**src/hw/rtl/ttv_pkg.sv**
```systemverilog
package ttv_pkg;

    typedef struct packed {
        logic signed [31:0] pos_x;
        logic signed [31:0] pos_y;
        logic signed [31:0] pos_z;
        logic signed [31:0] tex_u;
        logic signed [31:0] tex_v;
    } t_vtx;

    typedef struct packed {
        logic signed [15:0] tangent_x;
        logic signed [15:0] tangent_y;
        logic signed [15:0] tangent_z;
        logic        [1:0]  corner;
        logic               last;
        logic               degenerate;
    } t_tan;

    localparam int NORM_BITS   = 30;
    localparam int MAG_W       = 66;
    localparam int SQRT_STEPS  = 32;
    localparam int DIV_STEPS   = 47;
    localparam int TRI_CORNERS = 3;

    typedef struct packed {
        logic hold;
        logic load3;
        logic mul_start;
        logic norm_start;
        logic sqrt_start;
        logic sqrt_step;
        logic div_start;
        logic div_step;
        logic div_store;
        logic [1:0] div_sel;
    } t_cmd;

    typedef struct packed {
        logic degen;
    } t_sts;

endpackage

```
**src/hw/rtl/ttv_ctrl.sv**
```systemverilog
module ttv_ctrl (
    input  logic          i_clk,
    input  logic          i_rst_n,
    input  logic          i_in_valid,
    output logic          o_in_stall,
    output logic          o_out_valid,
    input  logic          i_out_stall,
    output logic [1:0]    o_corner,
    output logic          o_slot,
    output logic [5:0]    o_mul_idx,
    output ttv_pkg::t_cmd o_cmd
);
    import ttv_pkg::*;

    typedef enum logic [6:0] {
        S_IN   = 7'b0000001,
        S_MUL  = 7'b0000010,
        S_NORM = 7'b0000100,
        S_SQRT = 7'b0001000,
        S_DIV  = 7'b0010000,
        S_EMIT = 7'b0100000,
        S_WAIT = 7'b1000000
    } t_state;

    t_state r_state, n_state;
    logic [1:0] r_cnt, n_cnt;
    logic [5:0] r_step, n_step;
    logic [1:0] r_sel, n_sel;
    logic [1:0] r_corner, n_corner;

    logic w_acc;
    assign o_in_stall  = (r_state != S_IN);
    assign w_acc       = i_in_valid && (r_state == S_IN);
    assign o_out_valid = (r_state == S_EMIT);
    assign o_corner    = r_corner;
    assign o_slot      = r_cnt[0];
    assign o_mul_idx   = r_step;

    always_comb begin
        n_state = r_state; n_cnt = r_cnt; n_step = r_step;
        n_sel = r_sel; n_corner = r_corner;
        o_cmd = '0;
        o_cmd.div_sel = r_sel;
        unique case (r_state)
            S_IN: begin
                if (w_acc) begin
                    if (r_cnt == 2'd2) begin
                        o_cmd.load3 = 1'b1;
                        n_cnt = 2'd0; n_step = 6'd0; n_state = S_MUL;
                    end else begin
                        o_cmd.hold = 1'b1;
                        n_cnt = r_cnt + 2'd1;
                    end
                end
            end
            S_MUL: begin
                o_cmd.mul_start = (r_step < 6'd32);
                n_step = r_step + 6'd1;
                if (r_step == 6'd33) n_state = S_NORM;
            end
            S_NORM: begin
                n_step = r_step + 6'd1;
                if (r_step == 6'd34) o_cmd.norm_start = 1'b1;
                if (r_step == 6'd35) begin
                    o_cmd.sqrt_start = 1'b1;
                    n_step = 6'd0; n_state = S_SQRT;
                end
            end
            S_SQRT: begin
                o_cmd.sqrt_step = 1'b1;
                n_step = r_step + 6'd1;
                if (r_step == 6'(SQRT_STEPS + 3)) begin
                    n_step = 6'd0; n_sel = 2'd0; n_state = S_DIV;
                end
            end
            S_DIV: begin
                n_step = r_step + 6'd1;
                if (r_step == 6'd0) o_cmd.div_start = 1'b1;
                else if (r_step <= 6'(DIV_STEPS - 1)) o_cmd.div_step = 1'b1;
                else begin
                    o_cmd.div_store = 1'b1;
                    n_step = 6'd0;
                    if (r_sel == 2'd2) begin
                        n_corner = 2'd0; n_state = S_EMIT;
                    end else n_sel = r_sel + 2'd1;
                end
            end
            S_EMIT: begin
                if (!i_out_stall) begin
                    if (r_corner == 2'(TRI_CORNERS - 1)) n_state = S_IN;
                    else n_corner = r_corner + 2'd1;
                end
            end
            default: n_state = S_IN;
        endcase
    end

    always_ff @(posedge i_clk) begin
        if (!i_rst_n) begin
            r_state <= S_IN; r_cnt <= 2'd0; r_step <= 6'd0;
            r_sel <= 2'd0; r_corner <= 2'd0;
        end else begin
            r_state <= n_state; r_cnt <= n_cnt; r_step <= n_step;
            r_sel <= n_sel; r_corner <= n_corner;
        end
    end
endmodule

```
**config.mk**
```make
export PLATFORM = sky130hd
export DESIGN_NAME = ttv_ctrl
export DESIGN_NICKNAME = d
export VERILOG_FILES = /design/src/hw/rtl/ttv_pkg.sv /design/src/hw/rtl/ttv_ctrl.sv
export SDC_FILE = /design/constraint.sdc
export NUM_CORES = 1
export LEC_CHECK = 0
export ABC_CLOCK_PERIOD_IN_PS = 4600
export BUFFER_PORTS_ARGS = -buffer_cell sky130_fd_sc_hd__buf_4
export CORE_MARGIN = 5
export CORE_UTILIZATION = 55
export CTS_CLUSTER_DIAMETER = 100
export DETAILED_ROUTE_END_ITERATION = 10
export PLACE_DENSITY = 0.8
export SYNTH_ARGS = -nofsm -noshare
export SYNTH_HDL_FRONTEND = slang
export SYNTH_SLANG_ARGS = --single-unit
```
**constraint.sdc**
```tcl
create_clock -name i_clk -period 4.6 [get_ports i_clk]
set_input_delay 1.15 -clock i_clk [delete_from_list [all_inputs] [get_ports i_clk]]
set_output_delay 1.15 -clock i_clk [all_outputs]
set_load 0.005 [all_outputs]
```
==> key figures, run 1 <==
STA
  – Final setup fails: 0
  – Slew HR: 0.6592
  – Peak Freq: 0.3295 GHz
  – Final period util: 0.6597
  – Final max-slew violation count: 0
  – Clk_skew: 0.008223 ns
  – Final setup TNS: 0 ns
  – Tmin final: 3.035 ns
  – Worst Tran Pin Value: 0.5065 ns
  – Final hold violations: 0
  – Final setup margin: 1.565 ns
  – RSZ-0062 raised after global routing: false

Worst setup path
  – Reg-to-reg startpoint: o_mul_idx[5]
  – WS Path Type: flip-flop to output port
  – Crit-path max cell delay: 0.58 ns
  – Critical path buffer and inverter count: 1
  – CP endpoint kind: output port
  – CP Launch Type: flip-flop
  – Crit path DAT: 1.88 ns
  – CP Data Required Time: 3.45 ns
  – Critical Path Stages: 5
  – Critical Path Fanout Max: 7
  – Critical Path Source: r_state[5]
  – Critical path's top delay family: simple AND/OR/NAND/NOR gates
  – Worst reg-to-reg path cell count: 5
  – Critical path, cell by cell: or4_4, nor2_1, nand2_1, a21oi_1, buf_4
  – Worst path slowest cell: or4_4

Synth
  – Synth top area cells: dfxtp_1, ha_1, nand2_1
  – Yosys warning count: 0
  – Syn_nets: 161
  – Mapped Cells: 151
  – Sequential element share of the synthesized area: 0.2824
  – Async SR Flop Fraction: 0
  – Post-synth EDFFs: 0
  – Synth Register Bits: 18
  – Post-synth top area share: 0.2824
  – Main synth FF type: dfxtp_1
  – Syn avg cell area: 8.452 um^2
  – Mapped cell area: 1276 um^2
  – Cell variety after synth: 53
  – Largest area contributor in the netlist: dfxtp_1
  – List of most frequent post-synthesis cells: dfxtp_1, nand2_1, inv_1, nand3_1

Placement
  – Post-DP HPWL: 2325 um
  – Dpl cells: 196
  – Port Buf Inserts: 25
  – Routability cong.: 0.8824
  – Setup WS pre-CTS: 1.788 ns

Clock tree
  – Hold buffer count at cts: 0
  – Root Buffer: clkbuf_4
  – CTS tree: built
  – Skew-Pair Late Insertion Delay: 0.30 ns
  – Total CTS buffers: 3
  – Postcts setup bufs: 0
  – CTS max path bufs: 2
  – # clock sinks: 18
  – Clk slew on worst S/H paths: 0.10 ns
  – # H-tree levels: 1
  – Post_cts resized: 0

Cells and area
  – Storage element area: 360.3 um^2
  – Non-filler instance count after layout: 200
  – Fraction of layout cells with a size suffix above 1: 0.2558
  – Area Growth Syn to Fin: 15.49%
  – FILL cells: 187
  – # nets final: 183
  – ANT cells: 0
  – Multi-input logic area: 824.5 um^2

Outcome
  – Status: finished, final reports clean

Global routing
  – Number of global-route vias before repair: 1,141
  – Initial antenna violation count: 0
  – Largest net degree at the start of global routing: 26
  – GRT Residual Overflow: 0
  – Total global-route track usage: 0.2000
  – First-pass GRT wire length: 5257 um

Drt
  – Post-route antenna net violation count: 0
  – Routed WL: 3025 um
  – Detailed Routing Iterations Pass 1: 4
  – Routed len/inst: 15.13 um
  – Avg Vias per Cell: 6.030
  – DR DRC count: 0
  – DR iter-0 viols: 38
  – Via Count: 1,206

Worst hold path
  – Hold Crit Depth: 2
  – Hold Crit Start: o_corner[0]
  – Hold Path Class: flip-flop to flip-flop

Floorplan
  – Row count: 17
  – Die width: 58.17 um
  – Die height: 58.17 um
  – Die area: 3384 um^2
  – I/O pin total: 26
  – CORE AREA: 2212 um^2
  – Initial Util: 0.5769

Pwr
  – Peak VDD IR: 0.3260 mV
  – PD cells: 278.2 nW/um^2
  – Leakage power: 0.6118 nW
  – Pwr Total: 410.1 uW

Flow run
  – Max cap viols: 0
-- worst min-delay path: cells and delay by family (launching register included) --
| family | cells | cell delay, ns |
|---|---|---|
| flops | 1 | 0.33 |
| simple gates | 1 | 0.06 |
| mux | 1 | 0.05 |
-- routing by layer --
metal	GRT usage	share of wire	up-vias
met4	0.06954	0.016	0
met1	0.2694	0.45	569
met2	0.3242	0.48	35
li1	-	-	597
met5	0	0	-
met3	0.02895	0.058	5
-- stage by stage --
step / hold WS (ns) / utilization / area (um^2)
after floorplan: 0.4640 / - / 1276
after global placement: 0.4601 / 0.6499 / 1438
after detailed placement: 0.4715 / 0.6499 / 1438
after CTS: 0.4860 / 0.6663 / 1474
after global routing: 0.5165 / 0.6663 / 1474
final: 0.4814 / 0.6663 / 1474
-- cell type report --
cell class | instances | area share
Clock buffer | 4 | 0.02462
Inverter | 8 | 0.02037
Multi-Input combinational cell | 117 | 0.5594
Sequential cell | 18 | 0.2445
Tap cell | 28 | 0.02377
Timing Repair Buffer | 25 | 0.1273
-- sequential cells by signal (all words and copies together), names as in the netlist --
signal and cells:
o_mul_idx 6, r_sel 2, o_corner 2, r_cnt 2, r_state 6
-- cell families (layout without fill, tap and decap cells) --
group,Yosys count,count (layout),share of synthesized area
buffers and inverters,16,37,0.07156
AOI/OAI and AO/OA,29,29,0.1814
and+or+nand+nor,76,76,0.3618
muxes,3,3,0.02353
DFF,18,18,0.2824
adders and majority gates,6,6,0.05882
xor gates and xnor gates,3,3,0.02059
-- path summary, 6_finish.rpt --
| kind | endpoint | slack, ns |
|---|---|---|
| hold reg to reg | o_corner[0] | 0.48 |
| setup / recovery | o_cmd[3] | 1.57 |
| setup reg to reg | o_mul_idx[2] | 2.51 |
| hold / removal | o_corner[0] | 0.48 |
-- cell usage in the layout, fill, tap and decap left out, types with 2 or more instances in the layout --
cell	instances
mux2i_1	3
dfxtp_1	18
nor2_1	4
and3_1	3
xnor2_1	2
nor4_1	3
buf_4	25
o21ai_0	2
o22ai_1	2
nand2b_1	2
o21a_1	2
nor2b_1	5
or3_1	3
nand3b_1	3
and3_2	2
and4b_1	2
nand3_1	8
inv_1	8
o2bb2ai_1	5
a21boi_0	2
and2_1	4
clkbuf_4	3
a21oi_1	4
nand2_1	18
nand4_1	2
and2b_2	2
nor3_1	6
ha_1	6
-- power by group --
part / switching [mW] / internal [mW] / leakage [nW]
combinational: 0.0653 / 0.0600 / 0.445
clock: 0.0507 / 0.0484 / 0.0210
sequential: 0.0174 / 0.168 / 0.145
total: 0.133 / 0.277 / 0.612
(Power assumes the default switching activity.)
==> run 2: changes to the inputs <==
--- a/config.mk
+++ b/config.mk
@@ -5,13 +5,13 @@
 export SDC_FILE = /design/constraint.sdc
 export NUM_CORES = 1
 export LEC_CHECK = 0
-export ABC_CLOCK_PERIOD_IN_PS = 4600
+export ABC_CLOCK_PERIOD_IN_PS = 2600
 export BUFFER_PORTS_ARGS = -buffer_cell sky130_fd_sc_hd__buf_4
 export CORE_MARGIN = 5
-export CORE_UTILIZATION = 55
+export CORE_UTILIZATION = 49
 export CTS_CLUSTER_DIAMETER = 100
 export DETAILED_ROUTE_END_ITERATION = 10
-export PLACE_DENSITY = 0.8
+export PLACE_DENSITY = 0.75
 export SYNTH_ARGS = -nofsm -noshare
 export SYNTH_HDL_FRONTEND = slang
 export SYNTH_SLANG_ARGS = --single-unit
==> constraint.sdc (replaced) <==
create_clock -name i_clk -period 2.6 [get_ports i_clk]
set_input_delay 0.65 -clock i_clk [delete_from_list [all_inputs] [get_ports i_clk]]
set_output_delay 0.65 -clock i_clk [all_outputs]
set_load 0.005 [all_outputs]
==> run 2 against run 1 <==
- via count is 1.7% lower
- clock skew fell by 0.0027 ns
- sequential cell count unchanged
- sequential share of layout area fell by 0.29 points
- worst hold slack gained 0.0063 ns
- first-iteration DRC count rose by 42%
- die area is 10% higher
- register-to-register slack got worse by 1.9 ns
- utilization fell by 6.4 points
- cell count up 1.5%
- global-route usage shrank 2.6 points
- largest power group unchanged
- highest routed layer unchanged
==> key figures, run 2 (synthesis gave the netlist of run 1 again) <==
STA
  – Slew HR: 0.7011 (+0.04184)
  – Final period util: 0.9282
  – Final setup margin: 0.1866 ns (-1.379 ns)
  – Tmin final: 2.413 ns
  – Peak Freq: 0.4144 GHz
  – Final hold violations: 0 (unchanged)
  – Final setup TNS: 0 ns (unchanged)
  – RSZ-0062 raised after global routing: false
  – Clk_skew: 0.005523 ns (-0.002700 ns)
  – Final setup fails: 0 (unchanged)
  – Final max-slew violation count: 0 (unchanged)
  – Worst Tran Pin Value: 0.4443 ns (-0.06219 ns)

Cells and area
  – Multi-input logic area: 832.0 um^2 (+0.91%)
  – Final core occ: 0.6020 (-0.06427)
  – Commonest non-fill, non-tap cell in the layout: buf_4
  – Non-filler instance count after layout: 203 (+1.5%)
  – FILL cells: 223 (+19%)
  – ANT cells: 0 (unchanged)
  – Post-route design area: 1491 um^2 (+1.2%)
  – Area Growth Syn to Fin: 16.86%
  – # nets final: 184 (+0.55%)
  – Storage element area: 360.3 um^2 (unchanged)
  – Fraction of layout cells with a size suffix above 1: 0.2659 (+0.01008)
  – Commonest non-fill, non-tap cells in the layout: buf_4, nand2_1, dfxtp_1, inv_1, nand3_1

Placement
  – Routability cong.: 0.8897 (+0.83%)
  – Post-DP HPWL: 2284 um (-1.8%)
  – Port Buf Inserts: 25 (unchanged)
  – Placed Area: 1448 um^2 (+0.70%)
  – Dpl cells: 199 (+1.5%)
  – Setup WS pre-CTS: 0.4364 ns (-1.352 ns)

Clock tree
  – CTS tree: built
  – CTS max path bufs: 2 (unchanged)
  – Root Buffer: clkbuf_4
  – # H-tree levels: 1 (unchanged)
  – Clk slew on worst S/H paths: 0.11 ns (about the same)
  – Hold buffer count at cts: 0 (unchanged)
  – Skew-Pair Late Insertion Delay: 0.30 ns (about the same)
  – # clock sinks: 18 (unchanged)
  – Postcts setup bufs: 0 (unchanged)
  – Total CTS buffers: 3 (unchanged)

Outcome
  – Status: finished, final reports clean

Drt
  – Routed length on met1: 1321 um (-2.4%)
  – Avg Vias per Cell: 5.837 (-3.2%)
  – Via Count: 1,185 (-1.7%)
  – Met2 wire length: 1424 um (-1.5%)
  – Routed len/inst: 14.49 um (-4.2%)
  – DR DRC count: 0 (unchanged)
  – WL met3: 156 um (-11%)
  – Post-route antenna net violation count: 0 (unchanged)
  – Routed WL: 2942 um (-2.7%)
  – DR iter-0 viols: 54 (+42%)
  – Detailed Routing Iterations Pass 1: 4 (unchanged)
  – Top sig layer: met4

Pwr
  – PD cells: 490.4 nW/um^2 (+76%)
  – Peak VDD IR: 0.4161 mV (+28%)
  – Leakage power: 0.6173 nW (+0.91%)

Global routing
  – Largest net degree at the start of global routing: 26 (unchanged)
  – GRT Residual Overflow: 0 (unchanged)
  – Initial antenna violation count: 0 (unchanged)
  – Total global-route track usage: 0.1735 (-0.02650)
  – Number of global-route vias before repair: 1,051 (-7.9%)
  – First-pass GRT wire length: 4816 um (-8.4%)

Floorplan
  – Die width: 61.04 um (+4.9%)
  – I/O pin total: 26 (unchanged)
  – Die area: 3725 um^2 (+10%)
  – Row count: 18 (+1)
  – Initial Util: 0.5152 (-0.06177)
  – CORE AREA: 2477 um^2 (+12%)
  – Die height: 61.04 um (+4.9%)

Worst setup path
  – Crit path DAT: 1.76 ns (-0.12 ns)
  – CP Launch Type: flip-flop
  – WS Path Type: flip-flop to output port
  – Critical Path Fanout Max: 7 (unchanged)
  – CP endpoint kind: output port
  – CP Data Required Time: 1.95 ns (-1.50 ns)

Flow run
  – Max cap viols: 0 (unchanged)

Worst hold path
  – Hold Path Class: flip-flop to flip-flop
## run 2: cell types whose count changed in the layout (fill, tap and decap cells not counted)
cell | previous run | this run
buf_4 | 25 | 26
nor2_1 | 4 | 3
nor2_4 | 0 | 1
## run 2: metrics by stage
step	total power [mW]	hold WS [ns]
6_report	0.7315	0.4877
5_1_grt	0.7762	0.5176
3_5_place_dp	0.5583	0.4739
4_1_cts	0.7348	0.4905
3_3_place_gp	0.5528	0.4579
2_1_floorplan	0.4769	0.4640
## run 2: worst max-delay path, stage by stage (launching register included)
cell and delay (ns):
dfxtp_1 0.38, or4_4 0.59, nor3_1 0.32, buf_4 0.18
## run 2: cell type report
type,count,share of cell area
Clock buffer,4,0.02433
Multi-Input combinational cell,117,0.5579
Sequential cell,18,0.2416
Tap cell,30,0.02517
Timing Repair Buffer,26,0.1309
Inverter,8,0.02013
## run 2: report_power, final
part / switching [mW] / total, mW / internal [mW]
logic: 0.120 / 0.227 / 0.106
clock network: 0.0896 / 0.175 / 0.0854
registers: 0.0320 / 0.330 / 0.298
total: 0.242 / 0.731 / 0.490
## run 2: routing by layer
| metal | vias to the layer above | global-route usage |
|---|---|---|
| met4 | 0 | 0.06502 |
| met2 | 29 | 0.2749 |
| li1 | 598 | - |
| met5 | - | 0 |
| met3 | 4 | 0.03774 |
| met1 | 554 | 0.2306 |
## run 2: worst paths after layout
| kind | start | to | slack, ns | cells past startpoint |
|---|---|---|---|---|
| worst min register to register | o_corner[1] | o_corner[1] | 0.49 | 2 |
| worst max-delay path | r_state[5] | o_cmd[2] | 0.19 | 3 |
| worst min-delay path | o_corner[1] | o_corner[1] | 0.49 | 2 |
| worst max register to register | o_mul_idx[2] | o_mul_idx[2] | 0.61 | 5 |
## run 2: timing repair
action | in CTS | in global routing
gates resized for setup | 0 | 2
setup endpoints to repair | 0 | 1
endpoints found under the hold margin | 0 | 0
==> run 3: changes to the inputs <==
--- a/config.mk
+++ b/config.mk
@@ -5,13 +5,14 @@
 export SDC_FILE = /design/constraint.sdc
 export NUM_CORES = 1
 export LEC_CHECK = 0
-export ABC_CLOCK_PERIOD_IN_PS = 2600
+export ABC_AREA = 1
+export ABC_CLOCK_PERIOD_IN_PS = 2800
 export BUFFER_PORTS_ARGS = -buffer_cell sky130_fd_sc_hd__buf_4
 export CORE_MARGIN = 5
-export CORE_UTILIZATION = 49
+export CORE_UTILIZATION = 55
 export CTS_CLUSTER_DIAMETER = 100
 export DETAILED_ROUTE_END_ITERATION = 10
-export PLACE_DENSITY = 0.75
+export PLACE_DENSITY = 0.8
 export SYNTH_ARGS = -nofsm -noshare
 export SYNTH_HDL_FRONTEND = slang
 export SYNTH_SLANG_ARGS = --single-unit
==> constraint.sdc (replaced) <==
create_clock -name i_clk -period 2.8 [get_ports i_clk]
set_input_delay 0.7 -clock i_clk [delete_from_list [all_inputs] [get_ports i_clk]]
set_output_delay 0.7 -clock i_clk [all_outputs]
set_load 0.005 [all_outputs]
==> run 3 against run 2 <==
- critical path depth is 4 higher
- combinational power rose by 140%
- first-iteration DRC count fell by 43%
- global-route usage grew 2.7 points
- synthesized cell count increased by 38%
- worst setup slack improved by 0.28 ns
- non-clock buffer count fell by 1
- largest cell class unchanged
- largest power group is now combinational logic
==> key figures, run 3 <==
Synth
  – List of most frequent post-synthesis cells: nand2_1, nor2_1, inv_1
  – Synth top area cells: dfxtp_1, nand2_1, nor2_1
  – Main synth FF type: dfxtp_1
  – Cell variety after synth: 26 (-51%)
  – Largest area contributor in the netlist: dfxtp_1
  – Synth Register Bits: 18 (unchanged)
  – Post-synth EDFFs: 0 (unchanged)
  – Yosys warning count: 0 (unchanged)
  – Syn_nets: 218 (+35%)
  – Syn avg cell area: 6.292 um^2 (-26%)
  – Post-synth top area share: 0.2753 (-0.007018)
  – Most common cell in the netlist: nand2_1
  – Async SR Flop Fraction: 0 (unchanged)
  – Mapped Cells: 208 (+38%)
  – Mapped cell area: 1309 um^2 (+2.5%)
  – Sequential element share of the synthesized area: 0.2753 (-0.007018)

STA
  – Worst Tran Pin Value: 0.6696 ns (+0.2253 ns)
  – Final hold violations: 0 (unchanged)
  – Peak Freq: 0.4292 GHz
  – Final setup fails: 0 (unchanged)
  – Final period util: 0.8322
  – RSZ-0062 raised after global routing: false
  – Worst hold slack: 0.5051 ns (+0.01736 ns)
  – Clk_skew: 0.01580 ns (+0.01028 ns)
  – Slew HR: 0.5519 (-0.1491)
  – Final setup margin: 0.4699 ns (+0.2833 ns)
  – Tmin final: 2.330 ns
  – Final setup TNS: 0 ns (unchanged)
  – Final max-slew violation count: 0 (unchanged)

Worst setup path
  – Critical path's top delay family: simple AND/OR/NAND/NOR gates
  – Worst reg-to-reg path cell count: 8 (+3)
  – Critical path, cell by cell: nand2_1, inv_1, nand3_1, nand2_1, nand2_2, nor2_1, buf_4
  – R2r setup slk: 0.93 ns (+0.32 ns)
  – Crit-path max cell delay: 0.49 ns (-0.10 ns)
  – Critical Path Fanout Max: 7 (unchanged)
  – Reg-to-reg startpoint: o_mul_idx[2]
  – CP Data Required Time: 2.10 ns (+0.15 ns)
  – Critical path buffer and inverter count: 2 (+1)
  – Critical Path Stages: 7 (+4)
  – RR Endpoint: o_corner[0]
  – Critical path's most frequent cell: nand2_1
  – WS Path Type: flip-flop to output port
  – Crit path DAT: 1.63 ns (-0.13 ns)
  – CP endpoint kind: output port
  – CP Launch Type: flip-flop
  – Worst path slowest cell: dfxtp_1

Drt
  – DR iter-0 viols: 31 (-43%)
  – DR DRC count: 0 (unchanged)
  – Routed WL: 3253 um (+11%)
  – Avg Vias per Cell: 5.331 (-8.7%)
  – Detailed Routing Iterations Pass 1: 4 (unchanged)
  – Post-route antenna net violation count: 0 (unchanged)
  – Via Count: 1,402 (+18%)
  – Routed len/inst: 12.37 um (-15%)

Worst hold path
  – Hold Path Class: flip-flop to flip-flop
  – End of the worst hold path: r_cnt[0]
  – Hold Crit Start: r_cnt[0]
  – Hold Crit Depth: 2 (unchanged)

Floorplan
  – Row count: 17 (-1)
  – Die height: 58.78 um (-3.7%)
  – Die width: 58.78 um (-3.7%)
  – CORE AREA: 2233 um^2 (-9.8%)
  – I/O pin total: 26 (unchanged)
  – Die area: 3455 um^2 (-7.3%)
  – Initial Util: 0.5860 (+0.07084)

Cells and area
  – ANT cells: 0 (unchanged)
  – Commonest non-fill, non-tap cell in the layout: nand2_1
  – Commonest non-fill, non-tap cells in the layout: nand2_1, nor2_1, inv_1, buf_4, dfxtp_1
  – Fraction of layout cells with a size suffix above 1: 0.2085 (-0.05739)
  – Area Growth Syn to Fin: 18.36%
  – Final core occ: 0.6936 (+0.09154)
  – # nets final: 246 (+34%)

Clock tree
  – # H-tree levels: 1 (unchanged)
  – # clock sinks: 18 (unchanged)
  – Clk slew on worst S/H paths: 0.13 ns (+0.02 ns)
  – Hold buffer count at cts: 0 (unchanged)
  – Postcts setup bufs: 0 (unchanged)
  – Total CTS buffers: 3 (unchanged)
  – Skew-Pair Late Insertion Delay: 0.31 ns (about the same)
  – CTS max path bufs: 2 (unchanged)
  – Post_cts resized: 0 (unchanged)
  – CTS tree: built
  – Root Buffer: clkbuf_4

Pwr
  – Leakage power: 0.8015 nW (+30%)
  – Switching pwr: 477.9 uW (+98%)
  – PD cells: 693.2 nW/um^2 (+41%)
  – Comb power frac: 0.507 (+0.197)
  – Int Power: 595.9 uW (+22%)
  – Peak VDD IR: 0.5392 mV (+30%)
  – Clk pwr share: 0.161 (-0.078)
  – Part of the power in registers: 0.332 (-0.119)
  – Sw frac: 0.4450 (+0.1144)

Flow run
  – Max cap viols: 0 (unchanged)

Global routing
  – Number of global-route vias before repair: 1,363 (+30%)
  – Largest net degree at the start of global routing: 13 (-50%)
  – Initial antenna violation count: 0 (unchanged)
  – GRT Residual Overflow: 0 (unchanged)
  – First-pass GRT wire length: 5506 um (+14%)
  – Total global-route track usage: 0.2002 (+0.02668)

Placement
  – Setup WS pre-CTS: 0.8494 ns (+0.4129 ns)
  – Routability cong.: 0.9157 (+2.9%)
  – Post-DP HPWL: 2531 um (+11%)
  – Port Buf Inserts: 25 (unchanged)

Outcome
  – Status: finished, final reports clean
-- run 3: changes by cell type after synthesis, sizes merged, moves of 9 or more --
cell	change
nand2	+38
a21oi	+10
nor2	+35
nand3	+9
inv	+25
-- run 3: area by class of cell --
cell class	count	area [um^2]
well taps	28	35.03
repair buffers	25	187.7
inverters	33	123.9
clock buffers	4	36.28
flip-flops and latches	18	360.3
fillers	200	684.4
multi-input cells	155	805.8
-- run 3: routing by layer --
metal	up-vias	global-route usage	routed length [um]
met5	-	0	0
met4	0	0.09061	73
met3	9	0.02851	190
met2	38	0.3580	1589
met1	643	0.2328	1399
li1	712	-	-
-- run 3: per-stage QoR --
step,power [mW],cells,instance area [um^2]
CTS,1.071,263,1549
finish,1.074,263,1549
floorplan,0.7521,208,1309
detailed placement,0.9005,259,1513
global placement,0.8817,259,1513
global route,1.165,263,1549
-- run 3: power by group through the flow --
stage / Clock [mW] / Combinational, mW / Sequential [mW]
after floorplan: 0 / 0.397 / 0.355
after global placement: 0 / 0.523 / 0.358
after detailed placement: 0 / 0.538 / 0.362
after CTS: 0.171 / 0.543 / 0.356
after global routing: 0.189 / 0.612 / 0.364
final: 0.173 / 0.544 / 0.356
-- run 3: worst max path at each step --
| stage | from | end | slack [ns] |
|---|---|---|---|
| floorplan | o_mul_idx[0] | o_cmd[2] | 1.07 |
| global route | o_mul_idx[2] | o_cmd[3] | 0.32 |
| finish | o_mul_idx[2] | o_cmd[3] | 0.47 |
| CTS | o_mul_idx[2] | o_cmd[3] | 0.49 |
| global placement | o_mul_idx[0] | o_cmd[2] | 0.87 |
| detailed placement | o_mul_idx[2] | o_cmd[3] | 0.85 |
-- run 3: logic make-up after synthesis --
group                      after synthesis  share of synthesized area
and+or+nand+nor                        124                     0.4503
buffers and inverters                   35                     0.1090
AOI/OAI and AO/OA                       23                    0.09465
DFF                                     18                     0.2753
adders and majority gates                6                    0.05736
xor gates and xnor gates                 2                    0.01339
-- run 3: worst reg2reg max path, stage by stage, from the launching register on --
cell and delay, ns:
dfxtp_1 0.49, nand2_1 0.16, o21ai_2 0.17, a21oi_1 0.08
nor2_1 0.52, nand2_1 0.16, nand2_1 0.10, inv_1 0.05
nor2_1 0.10
